<file path="src/sacl_pkg.sv">
`default_nettype none
package sacl_pkg;

  // default geometry
  localparam int SETS_LOG2_DEF = 8;
  localparam int WAYS_DEF      = 4;
  localparam int ADDR_BITS_DEF = 32;

  // configuration port
  localparam int CFG_W     = 4;
  localparam int CFG_IDX_W = 1;
  localparam logic [CFG_IDX_W-1:0] CFG_BLOCK_SHIFT = 1'd0;
  localparam logic [CFG_IDX_W-1:0] CFG_SET_SHIFT   = 1'd1;
  localparam logic [CFG_W-1:0] BLOCK_SHIFT_RST = 4'd5;
  localparam logic [CFG_W-1:0] SET_SHIFT_RST   = 4'd8;

  // access kind
  localparam logic OP_READ  = 1'b0;
  localparam logic OP_WRITE = 1'b1;

  // statistics counters
  localparam int CNT_W   = 32;
  localparam int NUM_CNT = 8;
  localparam logic [2:0] CNT_READS      = 3'd0;
  localparam logic [2:0] CNT_WRITES     = 3'd1;
  localparam logic [2:0] CNT_READ_HITS  = 3'd2;
  localparam logic [2:0] CNT_WRITE_HITS = 3'd3;
  localparam logic [2:0] CNT_READ_MISS  = 3'd4;
  localparam logic [2:0] CNT_WRITE_MISS = 3'd5;
  localparam logic [2:0] CNT_EVICTS     = 3'd6;
  localparam logic [2:0] CNT_WBS        = 3'd7;

  // result packing: hit, evicted, write_back, way_used[2], miss_total, write_back_total
  localparam int OUT_W = 72;

  // one finished lookup, handed to the statistics block
  typedef struct packed {
    logic strobe;
    logic wr;
    logic hit;
    logic evicted;
    logic wb;
  } stat_evt_t;

endpackage
`default_nettype wire

</file>
<file path="src/sacl_stats.sv">
`default_nettype none
module sacl_stats
  import sacl_pkg::*;
(
  input  wire logic             clk,
  input  wire logic             rst_n,
  input  wire stat_evt_t        evt,
  output logic [CNT_W-1:0]      miss_total,
  output logic [CNT_W-1:0]      wb_total
);

  logic [CNT_W-1:0] cnt_r   [NUM_CNT];
  logic [CNT_W-1:0] cnt_nxt [NUM_CNT];
  logic [CNT_W-1:0] miss_total_r;
  logic [CNT_W-1:0] miss_total_nxt;
  logic [NUM_CNT-1:0] bump;
  logic [CNT_W:0]   miss_sum;

  // which counters move on this transaction
  always_comb begin
    bump = '0;
    if (evt.strobe) begin
      bump[evt.wr ? CNT_WRITES : CNT_READS] = 1'b1;
      if (evt.hit) begin
        bump[evt.wr ? CNT_WRITE_HITS : CNT_READ_HITS] = 1'b1;
      end else begin
        bump[evt.wr ? CNT_WRITE_MISS : CNT_READ_MISS] = 1'b1;
      end
      if (evt.evicted) begin
        bump[CNT_EVICTS] = 1'b1;
      end
      if (evt.wb) begin
        bump[CNT_WBS] = 1'b1;
      end
    end
  end

  // saturating increments
  always_comb begin
    for (int k = 0; k < NUM_CNT; k++) begin
      if (bump[k] && (cnt_r[k] != {CNT_W{1'b1}})) begin
        cnt_nxt[k] = cnt_r[k] + 1'b1;
      end else begin
        cnt_nxt[k] = cnt_r[k];
      end
    end
  end

  // saturating sum of read and write misses
  always_comb begin
    miss_sum = {1'b0, cnt_nxt[CNT_READ_MISS]} + {1'b0, cnt_nxt[CNT_WRITE_MISS]};
    miss_total_nxt = miss_sum[CNT_W] ? {CNT_W{1'b1}} : miss_sum[CNT_W-1:0];
  end

  always_ff @(posedge clk) begin
    if (!rst_n) begin
      for (int k = 0; k < NUM_CNT; k++) begin
        cnt_r[k] <= '0;
      end
      miss_total_r <= '0;
    end else if (evt.strobe) begin
      for (int k = 0; k < NUM_CNT; k++) begin
        cnt_r[k] <= cnt_nxt[k];
      end
      miss_total_r <= miss_total_nxt;
    end
  end

  assign miss_total = miss_total_r;
  assign wb_total   = cnt_r[CNT_WBS];

endmodule
`default_nettype wire

</file>
<file path="config.mk">
export PLATFORM = sky130hd
export DESIGN_NAME = sacl_stats
export DESIGN_NICKNAME = d
export VERILOG_FILES = /design/src/sacl_pkg.sv /design/src/sacl_stats.sv
export SDC_FILE = /design/constraint.sdc
export NUM_CORES = 1
export LEC_CHECK = 0
export ABC_AREA = 1
export BUFFER_PORTS_ARGS = -buffer_cell sky130_fd_sc_hd__buf_2
export CAP_MARGIN = 20
export CORE_MARGIN = 8
export CORE_UTILIZATION = 52
export DETAILED_ROUTE_END_ITERATION = 10
export GPL_ROUTABILITY_DRIVEN = 0
export GPL_TIMING_DRIVEN = 0
export PLACE_DENSITY_LB_ADDON = 0.15
export SYNTH_ARGS = -nofsm -noshare
export SYNTH_HDL_FRONTEND = slang
export SYNTH_SLANG_ARGS = --single-unit
</file>
<file path="constraint.sdc">
create_clock -name clk -period 5.61 [get_ports clk]
set_input_delay 0.561 -clock clk [delete_from_list [all_inputs] [get_ports clk]]
set_output_delay 0.561 -clock clk [all_outputs]
set_load 0.01 [all_outputs]
</file>
**Word level (Yosys, flattened, before mapping)**

Memory sizes are Yosys's and may differ from the RTL's.
Index checks and enable logic that the tools add are counted.

- Bitwise operators: 10
- Equality and inequality tests: 8
- Add/sub/neg operators: 9
- Order comparisons: 6
- Reductions and logical operators: 11
- Mux-type cells: 34

Operators by type and width:

| operator | count |
|---|---|
| $mux W32 | 17 |
| $add A32 B1 Y32 const B | 8 |
| $ne A32 B32 Y1 const B | 8 |
| $add A32 B32 Y33 | 1 |
| $mux W8 | 2 |
| $or A8 B8 Y8 | 2 |
| $mux W1 | 12 |
| $logic_and A1 B1 Y1 | 11 |
| $demux W1 S3 | 3 |
| $or A1 B1 Y1 | 8 |
| $lt A1 B4 Y1 const B | 1 |
| $lt A2 B4 Y1 const B | 1 |
| $lt A3 B4 Y1 const B | 1 |
| $ge A3 B1 Y1 const B | 1 |
| $ge A2 B1 Y1 const B | 1 |
| $ge A1 B1 Y1 const B | 1 |

- RAM bits: 256
- Memories kept: 1
- Word-level logic and storage cells: 80
- Flip-flop bits (word level): 32
- Bits of input ports: 7

Memories:

| name | depth | width | read ports | clocked after memory_dff | wr ports | RTL line | text |
|---|---|---|---|---|---|---|---|
| cnt_r | 8 | 32 | 8 | 0 | 8 | sacl_stats.sv:12 | `logic [CNT_W-1:0] cnt_r [NUM_CNT];` |

**Logic depth before layout (Yosys ltp)**

- Depth in word-level cells: 13
- Mapped depth: 34
- Mapped depth without buffers: 32

**Worst setup path before layout**

Ideal clock, no wire load.

- Path kind: flip-flop to flip-flop
- From: memory cnt_r[7][0] (netlist: cnt_r[1][96])
- To: memory cnt_r[7][4] (netlist: cnt_r[1][100]) (enable)
- Buffers on the path: 0
- Slack: 1.181 ns
- Cell stages (with the launch flop): 17
- Arrival: 3.963 ns
- Clock period less this slack: 4.429 ns
- Data required time: 5.144 ns
- Path through: edfxtp_1 -> ha_1 -> nand2_1 -> nor2_1 -> nand3_1 -> nor2_1 -> nand3_1 -> nor4_1 -> nand2_1 -> nor3_2 -> nand3_1 -> nor2_1 -> nand2_1 -> inv_1 -> nand3_1 -> nor2_1 -> o21ai_0

RTL lines:

| element | RTL line |
|---|---|
| from (decl) | sacl_stats.sv:12 |

==> run summary <==
The final-stage net count is 1467, and the per-instance average area after synthesis is 7.25 µm². The die covers 23300 µm². Proportion of power drawn by flip-flops and latches: 43.2%. The count of flip-flops with a built-in enable after synthesis works out to 96. In the layout the commonest cells are sky130_fd_sc_hd__nand2_1 (352), sky130_fd_sc_hd__nor2_1 (186), sky130_fd_sc_hd__inv_1 (169). Worst min-delay path class: register to register. The max-capacitance violation count was 0. The cell area that synthesis handed to floorplanning was 9700 µm². The number of setup violations in the final report was 0.

The run gives 55.3% as the remaining max-slew budget at the tightest pin. The worst setup path is of the register to register kind. In the post-synthesis netlist, the biggest area contributors are sky130_fd_sc_hd__edfxtp_1 (30%), sky130_fd_sc_hd__nand2_1 (14%), sky130_fd_sc_hd__nor2_1 (7.2%), sky130_fd_sc_hd__dfxtp_1 (6.6%), sky130_fd_sc_hd__inv_1 (6.6%). The TritonCTS sink count was 128; the total of hold buffers inserted after clock tree synthesis was 0. In the final timing run, aggregate negative setup slack is 0 ns.

Dominant synthesized flop cell: sky130_fd_sc_hd__edfxtp_1. The share of the cycle needed by the critical path after routing is 87.5%, and the final hold violation count is 0. The later pin in the worst-skew pair is clocked with a latency of 0.43 ns. Data arrives at the worst endpoint at 5.27 ns. The average routed wire per standard cell is 14.4 µm, and the proportion of synthesized chip area in sequential cells is 36.3%. After routing the design area is 10900 µm². Clock tree synthesis selected as its root buffer the cell sky130_fd_sc_hd__clkbuf_16. The core area is 18500 µm², and the final setup slack of the worst path is 0.700 ns. The number of port buffers works out to 68. The via count of the first global-routing pass is 8433, and the largest clock skew in the final design is 0.0105 ns. From left edge to right edge, the die measures 153 µm.

The per-cell via count in the routed design works out to 5.23. For the total track usage, the log shows 21.1%. Dividing total power by cell area gives a power density of 246 nW/µm².

The sequential cell area is 3520 µm². The quantity of gates resized following cts came out at 0. Summed over all cells, the static leakage comes to 5.08 nW.

The top-area cell type share of the netlist area came out at 29.7%. After detailed routing, the number of remaining DRC violations is 0. The half-perimeter wire length after placement was 19100 µm. For the pin with the worst max-slew slack, the measured transition is 0.668 ns. The Yosys step of the flow raised 0 warnings. The number of buffer and inverter instances along the worst setup path came out at 8.

After synthesis the netlist holds a flip-flop and latch count of 128. The critical path data required time is 5.97 ns. The worst setup path is captured at a register. For this design the total switching power over the nets is 0.000769 W. The worst path needs 4.91 ns of the cycle, external delays included.

The post-synthesis to final-layout area growth came out at 12.8%. The run gives 50 as the number of placement rows. The number of filler instances in the final layout was 1765.

After clock tree synthesis, the clock-pin slew on the worst setup and hold paths is 0.06 ns. The layout cell share with drive strength beyond 1 works out to 14.6%. The maximum clock frequency was 204 MHz. Setup repair after global routing left no endpoint under its margin.

The longest individual stage delay on the worst path works out to 0.46 ns. TritonCTS built the clock tree. For the number of nets still failing antenna checks after routing, the log shows 0. The share of power burned in combinational logic was 18.0%. The run gives 48 as the count of different cell masters after synthesis.

The largest total area in the synthesized netlist belongs to sky130_fd_sc_hd__edfxtp_1. The critical path launch point type is a register. The highest-delay cell along the critical path was sky130_fd_sc_hd__edfxtp_1. For the number of buffers inserted by post-CTS setup repair, the log shows 0. In this run, the number of DRC markers left after iteration 0 of detailed routing was 697. Counting the buffers created by CTS gives 17. Entering global routing, the biggest net connects 39 pins. The cell family with the largest share of critical-path delay was simple AND/OR/NAND/NOR gates. The cell occurring most often along the worst timing path is sky130_fd_sc_hd__nand2_1.

The placed cell area came out at 10400 µm². The tools report the count of pins over their slew limit as 0. The first global-routing pass estimated 40400 µm of wire. The number of antenna violations at the first check in global routing was 0; the number of I/O pins was 71. For the peak supply drop, the log shows 213 µV. The internal portion of the total power is 0.00192 W. Maximum buffer depth of the clock tree: 2.

The smallest hold slack is 0.446 ns, and the iteration count of the initial detailed-routing pass is 7. The multi-input gate area in the final layout came out at 5140 µm². The maximum fanout count along the critical path works out to 10. 0 antenna diodes ended up in the layout.

For this configuration, the core starts out at a cell density of 52.4%. Wires add up to 24100 µm. The clock network burns 38.9% of the power. Of all flip-flops after synthesis, the portion carrying an async set or reset was 0%.

Global routing finished with a remaining overflow of 0. The flow ran to the end, and the final reports show no timing, DRC or antenna violations. Detailed routing inserted a total of 8759 vias.

The tools report the gate count of the mapped netlist as 1339. Most common cell after layout, fill and taps aside: sky130_fd_sc_hd__nand2_1. When the netlist entered floorplanning its net count stood at 1378. From bottom edge to top edge, the die measures 153 µm. The total instance count after detailed placement was 1643; the proportion of total power due to net switching was 28.6%. The finished layout holds 1675 standard cells, fillers aside.

The logs give 4 for the count of H-tree levels built during CTS and 0.747 ns for the worst-case setup slack after placement.
kinds of logic after synthesis:
| kind of cell | share of synthesized area (%) |
|---|---|
| DFF | 36.3 |
| and+or+nand+nor | 35.5 |
| adders and majority gates | 4.20 |
| buffers and inverters | 10.8 |
| xor gates and xnor gates | 6.14 |
| AOI/OAI and AO/OA | 7.01 |
worst register-to-register path: cells and delay by family (launching register included):
kind	cells	cell delay, ns
AO/OA/AOI/OAI	4	0.74
buffers and inverters	8	0.87
AND/OR/NAND/NOR	15	1.56
adder cells (fa/ha/maj)	3	0.93
XOR/XNOR	1	0.29
flip-flops	1	0.46
cells in the mapped netlist (13+ instances only):
| master | instances |
|---|---|
| sky130_fd_sc_hd__nor3_1 | 31 |
| sky130_fd_sc_hd__nor2_1 | 186 |
| sky130_fd_sc_hd__nand2_1 | 352 |
| sky130_fd_sc_hd__xnor2_1 | 19 |
| sky130_fd_sc_hd__buf_4 | 32 |
| sky130_fd_sc_hd__a21oi_1 | 43 |
| sky130_fd_sc_hd__xor2_1 | 49 |
| sky130_fd_sc_hd__inv_1 | 170 |
| sky130_fd_sc_hd__dfxtp_1 | 32 |
| sky130_fd_sc_hd__clkbuf_1 | 13 |
| sky130_fd_sc_hd__ha_1 | 31 |
| sky130_fd_sc_hd__nand3_1 | 81 |
| sky130_fd_sc_hd__nand2_4 | 13 |
| sky130_fd_sc_hd__edfxtp_1 | 96 |
| sky130_fd_sc_hd__o21ai_0 | 32 |
| sky130_fd_sc_hd__nand4_1 | 31 |
| sky130_fd_sc_hd__nand2_2 | 20 |
cell type report:
type | count | area share, %
clock inverter | 5 | 0.240
clock buffer | 27 | 4.80
inverter | 176 | 6.04
multi-input combinational | 980 | 46.9
timing repair buffer | 70 | 3.54
tap | 234 | 2.67
sequential | 128 | 32.2
buffer | 55 | 3.58
path summary, 6_finish.rpt:
path	cells past startpoint	slack, ns	to	from
setup / recovery	31	0.70	miss_total[8]$_SDFFE_PN0P_	cnt_r[1][0]$_SDFFCE_PN0P_
hold / removal	2	0.45	miss_total[28]$_SDFFE_PN0P_	miss_total[28]$_SDFFE_PN0P_
setup reg to reg	31	0.70	miss_total[8]$_SDFFE_PN0P_	cnt_r[1][0]$_SDFFCE_PN0P_
hold reg to reg	2	0.45	miss_total[28]$_SDFFE_PN0P_	miss_total[28]$_SDFFE_PN0P_
through the flow:
| stage | total power (W) | utilization (%) |
|---|---|---|
| 6_report | 0.00269 | 59.1 |
| 5_1_grt | 0.00282 | 59.1 |
| 4_1_cts | 0.00270 | 59.1 |
| 3_5_place_dp | 0.00166 | 56.1 |
| 3_3_place_gp | 0.00165 | 55.8 |
| 2_1_floorplan | 0.00151 | - |
per-layer routing:
metal / vias to the layer above / wire, µm / track usage [%]
li1: 4487 / - / -
met1: 3925 / 11000 / 26.8
met2: 291 / 11000 / 34.9
met3: 56 / 1560 / 4.34
met4: 0 / 553 / 7.82
met5: - / 0 / 0
registers in the layout, summed over array words and instances (netlist names):
name,flops
cnt_r,96
miss_total,32
power groups by stage:
stage / Sequential [W] / Clock (W) / Combinational [W]
2_1_floorplan: 0.00118 / 0 / 0.000335
4_1_cts: 0.00116 / 0.00106 / 0.000484
3_5_place_dp: 0.00118 / 0 / 0.000480
6_report: 0.00116 / 0.00104 / 0.000483
5_1_grt: 0.00117 / 0.00110 / 0.000543
3_3_place_gp: 0.00118 / 0 / 0.000469
Note: power is estimated with default switching activity, not from simulation.
